$ cat src/design/tfe_pkg.sv
// Shared types, register codes and status codes of the TLV field extractor.
package tfe_pkg;

  // Configuration register indexes (byte address / 4)
  localparam logic [2:0] REG_TARGET_ID     = 3'd0;
  localparam logic [2:0] REG_MIN_VALUE_LEN = 3'd1;
  localparam logic [2:0] REG_MAX_VALUE_LEN = 3'd2;
  localparam logic [2:0] REG_LEGACY_FORMAT = 3'd3;
  localparam logic [2:0] REG_OPTIONAL      = 3'd4;
  localparam logic [2:0] REG_AREA_SIZE     = 3'd5;

  localparam int unsigned PADDR_W = 5;

  // Status codes
  localparam logic [2:0] ST_FOUND           = 3'd0;
  localparam logic [2:0] ST_ABSENT_OPTIONAL = 3'd1;
  localparam logic [2:0] ST_ABSENT_REQUIRED = 3'd2;
  localparam logic [2:0] ST_BAD_LENGTH      = 3'd3;
  localparam logic [2:0] ST_EXCEEDS_AREA    = 3'd4;
  localparam logic [2:0] ST_TRUNCATED       = 3'd5;

  // Header lengths in bytes
  localparam logic [15:0] HDR_LEN_LEGACY = 16'd2;

  typedef struct packed {
    logic [7:0]  target_id;
    logic [15:0] min_value_length;
    logic [15:0] max_value_length;
    logic        legacy_format;
    logic        optional_field;
    logic [15:0] area_size;
  } cfg_t;

  typedef struct packed {
    logic [7:0] out_byte;
    logic       is_status;
    logic [2:0] status;
    logic       end_of_run;
  } res_t;

  // Results produced by one input transaction: a value item, a status item, or both
  typedef struct packed {
    logic val_push;
    res_t val_item;
    logic stat_push;
    res_t stat_item;
  } push_t;

  localparam int unsigned QUEUE_DEPTH = 4;
  localparam int unsigned QUEUE_AW    = $clog2(QUEUE_DEPTH);

endpackage

$ cat src/design/tlv_field_extractor.sv
// TLV field extractor: one input byte per cycle. Each accepted byte updates
// the record walker in the same cycle and yields zero, one or two results
// (a value byte, and with the last byte a status item) into a 4-entry result
// queue that drains one result per cycle unless out_stall_i holds it. Input is
// taken at one byte per cycle as long as two queue entries are free; a last
// byte that is also a value byte produces two results into the queue.
// Configuration registers sit at byte addresses 0x00 to 0x14 in list order.
module tlv_field_extractor (
  input  logic                        clk_i,
  input  logic                        rst_ni,
  input  logic                        psel,
  input  logic                        penable,
  input  logic                        pwrite,
  input  logic [tfe_pkg::PADDR_W-1:0] paddr,
  input  logic [31:0]                 pwdata,
  output logic [31:0]                 prdata,
  output logic                        pready,
  input  logic                        in_valid_i,
  output logic                        in_stall_o,
  input  logic [7:0]                  data_byte_i,
  input  logic                        last_byte_i,
  output logic                        out_valid_o,
  input  logic                        out_stall_i,
  output logic [7:0]                  out_byte_o,
  output logic                        is_status_o,
  output logic [2:0]                  status_o,
  output logic                        end_of_run_o
);
  import tfe_pkg::*;

  cfg_t  cfg;
  push_t push;
  res_t  out_item;
  logic  room;
  logic  in_accept;

  assign in_stall_o = ~room;
  assign in_accept  = in_valid_i & room;

  tfe_cfg_regs u_cfg (
    .clk_i   (clk_i),
    .rst_ni  (rst_ni),
    .psel    (psel),
    .penable (penable),
    .pwrite  (pwrite),
    .paddr   (paddr),
    .pwdata  (pwdata),
    .prdata  (prdata),
    .pready  (pready),
    .cfg_o   (cfg)
  );

  tfe_parser u_parser (
    .clk_i       (clk_i),
    .rst_ni      (rst_ni),
    .cfg_i       (cfg),
    .accept_i    (in_accept),
    .data_byte_i (data_byte_i),
    .last_byte_i (last_byte_i),
    .push_o      (push)
  );

  tfe_out_queue u_queue (
    .clk_i       (clk_i),
    .rst_ni      (rst_ni),
    .push_i      (push),
    .room_o      (room),
    .out_valid_o (out_valid_o),
    .out_stall_i (out_stall_i),
    .out_item_o  (out_item)
  );

  // Drive result fields
  assign out_byte_o   = out_item.out_byte;
  assign is_status_o  = out_item.is_status;
  assign status_o     = out_item.status;
  assign end_of_run_o = out_item.end_of_run;

endmodule

$ cat src/design/tfe_cfg_regs.sv
// APB-style configuration register file of the TLV field extractor.
module tfe_cfg_regs (
  input  logic                        clk_i,
  input  logic                        rst_ni,
  input  logic                        psel,
  input  logic                        penable,
  input  logic                        pwrite,
  input  logic [tfe_pkg::PADDR_W-1:0] paddr,
  input  logic [31:0]                 pwdata,
  output logic [31:0]                 prdata,
  output logic                        pready,
  output tfe_pkg::cfg_t               cfg_o
);
  import tfe_pkg::*;

  cfg_t       cfg_q;
  logic       wr_en;
  logic [2:0] reg_idx;

  assign pready  = 1'b1;
  assign wr_en   = psel & penable & pwrite;
  assign reg_idx = paddr[PADDR_W-1:2];
  assign cfg_o   = cfg_q;

  // Update the addressed register on the access phase of a write
  always_ff @(posedge clk_i or negedge rst_ni) begin
    if (!rst_ni) begin
      cfg_q.target_id        <= 8'd0;
      cfg_q.min_value_length <= 16'd0;
      cfg_q.max_value_length <= 16'hFFFF;
      cfg_q.legacy_format    <= 1'b0;
      cfg_q.optional_field   <= 1'b0;
      cfg_q.area_size        <= 16'hFFFF;
    end else if (wr_en) begin
      case (reg_idx)
        REG_TARGET_ID:     cfg_q.target_id        <= pwdata[7:0];
        REG_MIN_VALUE_LEN: cfg_q.min_value_length <= pwdata[15:0];
        REG_MAX_VALUE_LEN: cfg_q.max_value_length <= pwdata[15:0];
        REG_LEGACY_FORMAT: cfg_q.legacy_format    <= pwdata[0];
        REG_OPTIONAL:      cfg_q.optional_field   <= pwdata[0];
        REG_AREA_SIZE:     cfg_q.area_size        <= pwdata[15:0];
        default: ;
      endcase
    end
  end

  // Read back
  always_comb begin
    case (reg_idx)
      REG_TARGET_ID:     prdata = {24'd0, cfg_q.target_id};
      REG_MIN_VALUE_LEN: prdata = {16'd0, cfg_q.min_value_length};
      REG_MAX_VALUE_LEN: prdata = {16'd0, cfg_q.max_value_length};
      REG_LEGACY_FORMAT: prdata = {31'd0, cfg_q.legacy_format};
      REG_OPTIONAL:      prdata = {31'd0, cfg_q.optional_field};
      REG_AREA_SIZE:     prdata = {16'd0, cfg_q.area_size};
      default:           prdata = 32'd0;
    endcase
  end

endmodule

$ cat src/design/tfe_parser.sv
// Record walker: tracks header and value position and produces results per byte.
module tfe_parser (
  input  logic           clk_i,
  input  logic           rst_ni,
  input  tfe_pkg::cfg_t  cfg_i,
  input  logic           accept_i,
  input  logic [7:0]     data_byte_i,
  input  logic           last_byte_i,
  output tfe_pkg::push_t push_o
);
  import tfe_pkg::*;

  logic [15:0] pos_q, pos_d;
  logic [1:0]  hidx_q, hidx_d;
  logic [7:0]  rid_q, rid_d;
  logic [15:0] vrem_q, vrem_d;
  logic        match_q, match_d;
  logic        copy_q, copy_d;
  logic [2:0]  err_q, err_d;

  logic        active;
  logic        hdr_done;
  logic [15:0] vlen;
  logic [17:0] rec_end;
  logic [2:0]  st_code;

  assign active  = (err_q == ST_FOUND) && !(match_q && !copy_q);
  assign rec_end = {2'b00, pos_q} + {2'b00, vlen} + 18'd1;

  // Next state for the byte at hand
  always_comb begin
    pos_d    = (pos_q == 16'hFFFF) ? pos_q : pos_q + 16'd1;
    hidx_d   = hidx_q;
    rid_d    = rid_q;
    vrem_d   = vrem_q;
    match_d  = match_q;
    copy_d   = copy_q;
    err_d    = err_q;
    hdr_done = 1'b0;
    vlen     = 16'd0;
    push_o   = '0;

    if (active) begin
      if (hidx_q == 2'd0 && vrem_q != 16'd0) begin
        // Copy or skip one value byte
        if (copy_q) begin
          push_o.val_push          = 1'b1;
          push_o.val_item.out_byte = data_byte_i;
        end
        vrem_d = vrem_q - 16'd1;
        if (vrem_d == 16'd0) begin
          copy_d = 1'b0;
        end
      end else if (cfg_i.legacy_format) begin
        if (hidx_q == 2'd0) begin
          vrem_d = {8'd0, data_byte_i};
          hidx_d = 2'd1;
        end else begin
          rid_d    = data_byte_i;
          vlen     = (vrem_q > HDR_LEN_LEGACY) ? vrem_q - HDR_LEN_LEGACY : 16'd0;
          hdr_done = 1'b1;
        end
      end else begin
        case (hidx_q)
          2'd0: begin
            rid_d  = data_byte_i;
            vrem_d = 16'd0;
            hidx_d = 2'd1;
          end
          2'd1: begin
            vrem_d = {data_byte_i, 8'd0};
            hidx_d = 2'd2;
          end
          default: begin
            vlen     = {vrem_q[15:8], data_byte_i};
            hdr_done = 1'b1;
          end
        endcase
      end
    end

    // Check a completed header against the target
    if (hdr_done) begin
      hidx_d = 2'd0;
      if (rid_d == cfg_i.target_id) begin
        match_d = 1'b1;
        vrem_d  = 16'd0;
        if (vlen < cfg_i.min_value_length || vlen > cfg_i.max_value_length) begin
          err_d = ST_BAD_LENGTH;
        end else if (rec_end > {2'b00, cfg_i.area_size}) begin
          err_d = ST_EXCEEDS_AREA;
        end else if (vlen != 16'd0) begin
          copy_d = 1'b1;
          vrem_d = vlen;
        end
      end else begin
        vrem_d = vlen;
      end
    end

    // Close the run on the last byte
    if (err_d != ST_FOUND) begin
      st_code = err_d;
    end else if (match_d) begin
      st_code = copy_d ? ST_TRUNCATED : ST_FOUND;
    end else if (!cfg_i.legacy_format && hidx_d != 2'd0 && rid_d == cfg_i.target_id) begin
      st_code = ST_TRUNCATED;
    end else begin
      st_code = cfg_i.optional_field ? ST_ABSENT_OPTIONAL : ST_ABSENT_REQUIRED;
    end

    if (last_byte_i) begin
      push_o.stat_push            = 1'b1;
      push_o.stat_item.is_status  = 1'b1;
      push_o.stat_item.status     = st_code;
      push_o.stat_item.end_of_run = 1'b1;
      pos_d   = 16'd0;
      hidx_d  = 2'd0;
      rid_d   = 8'd0;
      vrem_d  = 16'd0;
      match_d = 1'b0;
      copy_d  = 1'b0;
      err_d   = ST_FOUND;
    end

    if (!accept_i) begin
      push_o = '0;
    end
  end

  // Advance the walker on each accepted transaction
  always_ff @(posedge clk_i or negedge rst_ni) begin
    if (!rst_ni) begin
      pos_q   <= 16'd0;
      hidx_q  <= 2'd0;
      rid_q   <= 8'd0;
      vrem_q  <= 16'd0;
      match_q <= 1'b0;
      copy_q  <= 1'b0;
      err_q   <= ST_FOUND;
    end else if (accept_i) begin
      pos_q   <= pos_d;
      hidx_q  <= hidx_d;
      rid_q   <= rid_d;
      vrem_q  <= vrem_d;
      match_q <= match_d;
      copy_q  <= copy_d;
      err_q   <= err_d;
    end
  end

endmodule

$ cat src/design/tfe_out_queue.sv
// Result queue: takes up to two results per cycle, drains one per cycle when not stalled.
module tfe_out_queue (
  input  logic           clk_i,
  input  logic           rst_ni,
  input  tfe_pkg::push_t push_i,
  output logic           room_o,
  output logic           out_valid_o,
  input  logic           out_stall_i,
  output tfe_pkg::res_t  out_item_o
);
  import tfe_pkg::*;

  res_t              mem_q [QUEUE_DEPTH];
  logic [QUEUE_AW-1:0] wp_q, rp_q;
  logic [QUEUE_AW:0]   cnt_q;
  logic                pop;
  logic [QUEUE_AW-1:0] stat_wp;
  logic [1:0]          n_push;

  assign out_valid_o = (cnt_q != '0);
  assign out_item_o  = mem_q[rp_q];
  assign pop         = out_valid_o & ~out_stall_i;
  // Accept new input only while two entries are free
  assign room_o      = (cnt_q <= (QUEUE_AW + 1)'(QUEUE_DEPTH - 2));
  assign stat_wp     = wp_q + QUEUE_AW'(push_i.val_push);
  assign n_push      = {1'b0, push_i.val_push} + {1'b0, push_i.stat_push};

  // Store results, value item ahead of status item
  always_ff @(posedge clk_i) begin
    if (push_i.val_push) begin
      mem_q[wp_q] <= push_i.val_item;
    end
    if (push_i.stat_push) begin
      mem_q[stat_wp] <= push_i.stat_item;
    end
  end

  // Track pointers and fill level
  always_ff @(posedge clk_i or negedge rst_ni) begin
    if (!rst_ni) begin
      wp_q  <= '0;
      rp_q  <= '0;
      cnt_q <= '0;
    end else begin
      wp_q  <= wp_q + QUEUE_AW'(n_push);
      rp_q  <= rp_q + QUEUE_AW'(pop);
      cnt_q <= cnt_q + (QUEUE_AW + 1)'(n_push) - (QUEUE_AW + 1)'(pop);
    end
  end

endmodule
$ cat config.mk
export PLATFORM = sky130hd
export DESIGN_NAME = tlv_field_extractor
export DESIGN_NICKNAME = d
export VERILOG_FILES = /design/src/design/tfe_pkg.sv /design/src/design/tlv_field_extractor.sv /design/src/design/tfe_cfg_regs.sv /design/src/design/tfe_parser.sv /design/src/design/tfe_out_queue.sv
export SDC_FILE = /design/constraint.sdc
export NUM_CORES = 1
export LEC_CHECK = 0
export BUFFER_PORTS_ARGS = -buffer_cell sky130_fd_sc_hd__buf_4
export CAP_MARGIN = 20
export CORE_AREA = 2 2 117 165
export CTS_BUF_LIST = sky130_fd_sc_hd__clkbuf_16
export CTS_CLUSTER_SIZE = 14
export DETAILED_ROUTE_END_ITERATION = 10
export DIE_AREA = 0 0 119 167
export PLACE_DENSITY = 0.85
export SLEW_MARGIN = 20
export SYNTH_ARGS = -nofsm -noshare
export SYNTH_HDL_FRONTEND = slang
export SYNTH_HIERARCHICAL = 1
export SYNTH_SLANG_ARGS = --single-unit
$ cat constraint.sdc
create_clock -name clk_i -period 20.5 [get_ports clk_i]
set_clock_uncertainty 0.15 [all_clocks]
set_input_delay 0 -clock clk_i [delete_from_list [all_inputs] [get_ports clk_i]]
set_output_delay 0 -clock clk_i [all_outputs]
set_load 0.005 [all_outputs]
==> results of run 1 <==
## per-stage QoR
step	std cells	utilization, %	instance area [um2]	hold slack, ps
finish	1466	71.3	13100	-9.40
global route	1466	71.3	13100	26.5
CTS	1466	71.3	13100	3.31
detailed placement	1404	66.4	12200	-78.8
global placement	1403	66.3	12200	-80.7
floorplan	1172	-	11900	-446
## sequential cells by signal (all words and copies together) (netlist names)
signal	count
u_cfg/cfg_o	58
u_parser/copy_q	1
u_parser/err_q	3
u_parser/hidx_q	2
u_parser/match_q	1
u_parser/pos_q	16
u_parser/rid_q	8
u_parser/vrem_q	16
u_queue/cnt_q	3
u_queue/mem_q	52
u_queue/rp_q	2
u_queue/wp_q	2
## worst max-delay path, delay by kind of cell, from the launching register on
family	cells	cell delay (ps)
xor gates and xnor gates	1	90
buffers and inverters	2	550
muxes	1	250
AOI/OAI and AO/OA	12	3240
adders and majority gates	3	940
DFF	1	500
and+or+nand+nor	9	2410
## repair_timing
item | 4_1_cts | 5_1_grt
hold buffers | 30 | 0
resized for setup | 0 | 0
endpoints found under the hold margin | 138 | 0
endpoints found under the setup margin | 0 | 0
## cell usage after synthesis (all sizes together), types with 11 or more instances
cell / count / area, um2
dfstp: 32 / 841
a21oi: 36 / 199
nand4: 17 / 106
o21a: 11 / 90.1
o21ai: 64 / 324
xnor2: 40 / 350
a221o: 11 / 110
nand3: 40 / 200
dfrtp: 80 / 2000
edfxtp: 52 / 1560
mux2: 112 / 1330
clkbuf: 33 / 124
mux4: 13 / 293
ha: 69 / 863
a22oi: 37 / 278
nand2: 48 / 183
buf: 55 / 437
inv: 87 / 327
nor2: 66 / 248
a21o: 12 / 90.1
xor2: 25 / 219
and2: 19 / 120
nand2b: 11 / 68.8
nor2b: 12 / 75.1
nor3: 25 / 159
## power groups by stage
stage	logic [uW]	clock network [uW]	registers [uW]
2_1_floorplan	539	0	447
3_3_place_gp	644	0	498
3_5_place_dp	661	0	501
4_1_cts	677	331	496
5_1_grt	755	345	507
6_report	691	328	498
## cells by family after synthesis
group                    count (synthesis)
other                                    3
multiplexers                           134
adder cells (fa/ha/maj)                 73
AND/OR/NAND/NOR                        291
XOR/XNOR                                65
buffers and inverters                  176
flip-flops                             164
AO/OA/AOI/OAI                          239
## layout make-up
type                       instances  area (um2)  area share [%]
timing repair buffer             106         875            6.67
sequential                       164        4400            33.6
clock buffer                      19         475            3.63
inverter                          88         330            2.52
clock inverter                    13         129           0.983
multi-input combinational        832        6600            50.3
tap                              244         305            2.33
## worst max path at each step
stage | from | to | cells after the start
after floorplan | u_parser/vrem_q[0] | u_queue/mem_q[1][1] | 31
after global placement | u_parser/vrem_q[0] | u_queue/mem_q[0][1] | 28
after detailed placement | u_parser/vrem_q[0] | u_queue/mem_q[3][1] | 28
after CTS | u_parser/vrem_q[0] | u_queue/mem_q[3][1] | 28
after global routing | u_parser/vrem_q[0] | u_queue/mem_q[2][1] | 28
final | u_parser/vrem_q[0] | u_queue/mem_q[3][1] | 28
## routing by layer
metal  GRT usage, %  part of all wire [%]  vias up
met5              0                     0        -
met4           20.0                   5.9        0
met3           5.27                   6.2      136
met2           53.2                    50      458
met1           36.6                    38     4535
li1               -                     -     4257
==> impl_metrics.py, run 1 <==
metrics = {
    "routing": {
        "viasPerCell": 6.40,
        "first_iter_violations": 805,
        "wl_per_cell_um": 20.8,
        "vias": 9386,
        "first_pass_iters": 5,
        "drtAntennaViolNets": 0,
        "drc": 0,
        "wl_um": 30500,
    },
    "setup_path": {
        "rrSetupSlack_ps": 12230,
        "startpoint_type": "flop",
        "crit_path_end_kind": "flop",
        "worstPathArrival_ps": 8420,
        "worstPathMaxFanout": 36,
        "regToRegStartpoint": "u_parser/vrem_q[0]",
        "required_ps": 20650,
        "slowest_delay_ps": 600,
        "cpMostUsedCell": "ha_1",
        "r2r_cells": 28,
        "cp_slowest_cell": "nor2_1",
        "r2r-end": "u_queue/mem_q[3][1]",
        "crit_type": "reg -> reg",
    },
    "timing": {
        "setup_viol": 0,
        "layout_setup_ws_ps": 12230,
        "max_slew_margin_pct": 35.4,
        "tightestPinTransition_ps": 965,
        "min_period_ps": 8270,
        "whs_ps": -9.40,
        "hold_violations": 10,
        "finalMaxSlewViolations": 0,
        "fmax_mhz": 121,
        "rsz0062_at_grt": "no",
        "post-route-period-util_pct": 40.4,
        "fin_tns_setup_ps": 0,
    },
    "die": {
        "die_height_um": 167,
        "initial_core_util_pct": 64.1,
        "io_pins": 101,
        "coreArea_um2": 18400,
        "die_area_um2": 19900,
        "die_w_um": 119,
        "fp-row-count": 59,
    },
    "cells_and_area": {
        "final.fill_count": 1251,
        "area_growth_pct": 11.3,
        "layout_common_cells": "mux2_2 (90), inv_1 (89), dfrtp_1 (80)",
        "layout-drive-gt1-share_pct": 24.1,
        "final_nets": 1333,
        "antenna_cells": 0,
        "final_common_cell": "mux2_2",
    },
    "global_route": {
        "grt_usage_pct": 31.4,
        "grt_max_degree": 64,
        "grt_pass1_vias": 9528,
        "grt_pass1_wl_um": 48900,
        "antenna_found_initial": 0,
        "grt_remaining_overflow": 0,
    },
    "logic_synthesis": {
        "yosys_register_bits": 164,
        "synth_top_family_by_area": "multiplexers",
        "syn_inst": 1145,
        "synth_xor_area_share_pct": 4.83,
        "synthAdderAreaFrac_pct": 7.85,
        "synth_compound_area_share_pct": 14.3,
        "synth_edf_count": 52,
        "yosysWarnings": 6,
        "syn_area_um2": 11800,
        "synthMuxAreaShare_pct": 14.6,
        "synthArstFlopShare_pct": 68.3,
        "avgSynthCellArea_um2": 10.3,
        "ys_seq_area_share_pct": 37.4,
        "synth_cell_type_count": 90,
        "synth-simple-area-share_pct": 13.4,
        "synth_ff_type": "dfrtp_1",
    },
    "status": {
        "status": "finished, violations left",
        "violations": "hold timing",
    },
    "placement": {
        "hpwl_um": 21400,
        "dp_slack_ps": 12420,
        "gp_congestion": 0.986,
        "portBuffers": 65,
    },
    "clocking": {
        "post-cts-setup-buffers": 0,
        "cts_root_buf": "clkbuf_16",
        "worstSkewPairLatency_ps": 430,
        "cts_buffer_depth": 2,
        "cts_sinks": 164,
        "ctsHtreeMaxLevel": 4,
        "clk_pin_slew_worst_paths_ps": 70,
        "cts_tree": "built",
        "numCtsBuffers": 17,
    },
    "power": {
        "p_leak_uw": 0.00563,
        "pwr-share-clk_pct": 21.6,
        "combPwrFrac_pct": 45.6,
        "p_per_area_nw_per_um2": 116,
        "p_int_uw": 912,
        "pwr-share-seq_pct": 32.8,
        "ir_drop_mv": 0.0688,
        "p_switching_uw": 605,
        "switching_share_pct": 39.9,
        "total_power_uw": 1520,
    },
    "min_path": {
        "hp-class": "in -> async",
    },
    "run": {
        "cap_violations": 0,
    },
}
Power figures use the tool's default switching activity.
==> inputs of run 2 (changes only) <==
--- a/config.mk
+++ b/config.mk
@@ -5,14 +5,15 @@
 export SDC_FILE = /design/constraint.sdc
 export NUM_CORES = 1
 export LEC_CHECK = 0
+export ABC_AREA = 1
 export BUFFER_PORTS_ARGS = -buffer_cell sky130_fd_sc_hd__buf_4
 export CAP_MARGIN = 20
-export CORE_AREA = 2 2 117 165
+export CORE_AREA = 2 2 130 182
 export CTS_BUF_LIST = sky130_fd_sc_hd__clkbuf_16
 export CTS_CLUSTER_SIZE = 14
 export DETAILED_ROUTE_END_ITERATION = 10
-export DIE_AREA = 0 0 119 167
-export PLACE_DENSITY = 0.85
+export DIE_AREA = 0 0 132 184
+export PLACE_DENSITY = 0.77
 export SLEW_MARGIN = 20
 export SYNTH_ARGS = -nofsm -noshare
 export SYNTH_HDL_FRONTEND = slang
==> constraint.sdc (replaced) <==
create_clock -name clk_i -period 7.12 [get_ports clk_i]
set_clock_uncertainty 0.15 [all_clocks]
set_input_delay 0 -clock clk_i [delete_from_list [all_inputs] [get_ports clk_i]]
set_output_delay 0 -clock clk_i [all_outputs]
set_load 0.005 [all_outputs]
==> run 2 against run 1 <==
The flow now finishes without violations. Area after synthesis is 5.8% higher. Setup slack worse by 11000 ps. Final area is 6.8% higher. Sequential cell count stayed put. Sequential power grew to 2.8 times the previous value. Combinational power grew to 3.7 times the previous value. Wire length is 15% higher. Fmax is 34% higher. Total power grew to 3.2 times the previous value. First-iteration DRC count is 5.3% lower. Largest power group unchanged.
==> impl_metrics.py, run 2 <==
metrics = {
    "status": {
        "status": "finished, final reports clean",
    },
    "timing": {
        "rsz0062_at_grt": "no",
        "whs_ps": 181,
        "fmax_mhz": 162,
        "finalMaxSlewViolations": 0,
        "hold_violations": 0,
        "setup_viol": 0,
        "fin_tns_setup_ps": 0,
        "tightestPinTransition_ps": 1040,
        "min_period_ps": 6160,
        "post-route-period-util_pct": 86.5,
        "max_slew_margin_pct": 30.4,
    },
    "cells_and_area": {
        "layout_common_cells": "nand2_1 (480), inv_1 (221), nor2_1 (139)",
        "antenna_cells": 0,
        "area_growth_pct": 12.4,
        "final_nets": 1932,
        "largest_reg_flops": 58,
        "layout-drive-gt1-share_pct": 12.4,
        "final_common_cell": "nand2_1",
    },
    "power": {
        "p_per_area_nw_per_um2": 347,
        "ir_drop_mv": 0.211,
        "total_power_uw": 4860,
        "p_leak_uw": 0.00701,
    },
    "logic_synthesis": {
        "yosysTopAreaCell": "dfrtp_1",
        "synth_ff_type": "dfrtp_1",
        "syn_area_um2": 12500,
        "synth_top_area_share_pct": 16.1,
        "avgSynthCellArea_um2": 7.23,
        "synth_most_common_cell": "nand2_1",
        "netlist_top_cells_area": "dfrtp_1 (16%), nand2_1 (14%), edfxtp_1 (13%), ha_1 (6.9%), dfstp_2 (6.7%)",
        "synth_cell_type_count": 56,
        "syn_inst": 1723,
        "synth_edf_count": 52,
        "ys_seq_area_share_pct": 35.3,
        "synth_commonest_cells": "nand2_1 (480), inv_1 (220), o21ai_0 (141)",
        "synthArstFlopShare_pct": 68.3,
        "yosysWarnings": 6,
        "yosys_register_bits": 164,
    },
    "setup_path": {
        "crit_path_end_kind": "flop",
        "crit_type": "reg -> reg",
        "cpMostUsedCell": "nand2_1",
        "startpoint_type": "flop",
        "slowest_delay_ps": 410,
        "worstPathMaxFanout": 7,
        "required_ps": 7280,
        "cp_slowest_cell": "fa_1",
        "worstPathArrival_ps": 6320,
        "r2r_cells": 32,
    },
    "routing": {
        "drc": 0,
        "drtAntennaViolNets": 0,
        "viasPerCell": 5.53,
        "vias": 11731,
        "wl_um": 35200,
        "first_pass_iters": 5,
        "wl_per_cell_um": 16.6,
        "first_iter_violations": 762,
    },
    "clocking": {
        "cts_buffer_depth": 2,
        "cts_tree": "built",
        "post-cts-setup-buffers": 0,
        "numCtsBuffers": 17,
        "clk_pin_slew_worst_paths_ps": 70,
        "worstSkewPairLatency_ps": 440,
        "cts_root_buf": "clkbuf_16",
        "ctsHtreeMaxLevel": 4,
        "cts_sinks": 164,
    },
    "global_route": {
        "antenna_found_initial": 0,
        "grt_pass1_wl_um": 56800,
        "grt_remaining_overflow": 0,
        "grt_max_degree": 76,
        "grt_usage_pct": 29.5,
        "grt_pass1_vias": 11506,
    },
    "die": {
        "die_area_um2": 24300,
        "io_pins": 101,
        "die_height_um": 184,
        "initial_core_util_pct": 55.3,
        "die_w_um": 132,
        "coreArea_um2": 22500,
        "fp-row-count": 65,
    },
    "placement": {
        "portBuffers": 65,
        "gp_congestion": 0.934,
        "hpwl_um": 26100,
    },
    "run": {
        "cap_violations": 0,
    },
    "min_path": {
        "min_path_cells": 4,
        "hp-class": "in -> reg",
    },
}
==> run 2: through the flow <==
stage	instance area (um2)	std cells	util [%]	worst slack, ps
2_1_floorplan	12600	1750	-	2220
3_3_place_gp	13000	2047	57.6	1120
3_5_place_dp	13000	2047	57.6	1110
4_1_cts	14000	2122	62.2	1060
5_1_grt	14000	2122	62.2	333
6_report	14000	2122	62.2	959
==> run 2: worst paths after layout <==
path | endpoint | from | slack [ps]
max | u_queue/mem_q[0][3] | u_parser/hidx_q[1] | 960
min | u_cfg/cfg_o[43] | pwdata[9] | 180
max reg2reg | u_queue/mem_q[0][3] | u_parser/hidx_q[1] | 960
min reg2reg | u_cfg/cfg_o[32] | u_cfg/cfg_o[32] | 330
max in group asynchronous | u_cfg/cfg_o[17] | rst_ni | 5330
min in group asynchronous | u_cfg/cfg_o[11] | rst_ni | 500
==> run 2: power breakdown <==
group,internal [uW],switching [uW]
clock,519,407
combinational,886,1670
sequential,1190,191
==> run 2: layer usage <==
layer | global-route usage [%] | vias to the layer above | routed length (um)
met5 | 0 | - | 0
met4 | 20.1 | 0 | 2250
met3 | 3.56 | 124 | 1840
met2 | 54.3 | 469 | 18100
met1 | 31.4 | 5429 | 13000
li1 | - | 5709 | -
==> run 2: what timing repair did <==
item                      CTS  global route
gates resized for setup     0             0
hold endpoints to repair  140             0
hold buffers               43             0
==> run 2: kinds of logic (layout without fill, tap and decap cells) <==
kind of cell / after synthesis / after routing / share of synthesized area [%]
and+or+nand+nor: 820 / 820 / 29.1
buffers and inverters: 317 / 388 / 11.6
AOI/OAI and AO/OA: 307 / 307 / 13.8
DFF: 164 / 164 / 35.3
adders and majority gates: 71 / 71 / 7.25
xor gates and xnor gates: 41 / 41 / 2.88
other: 3 / 30 / 0.0904
==> run 2: worst max-delay path, delay by kind of cell (launching register included) <==
family,cells,cell delay (ps)
adders and majority gates,4,1210
xor gates and xnor gates,1,150
buffers and inverters,3,350
AOI/OAI and AO/OA,8,1840
and+or+nand+nor,16,1960
DFF,1,360
==> run 2: area by class of cell <==
class | instances | area, um2
clock inverter | 15 | 158
inverter | 230 | 863
fill | 2020 | 8520
timing repair buffer | 126 | 1060
multi-input combinational | 1269 | 6720
clock buffer | 17 | 425
sequential | 164 | 4400
tap | 301 | 377
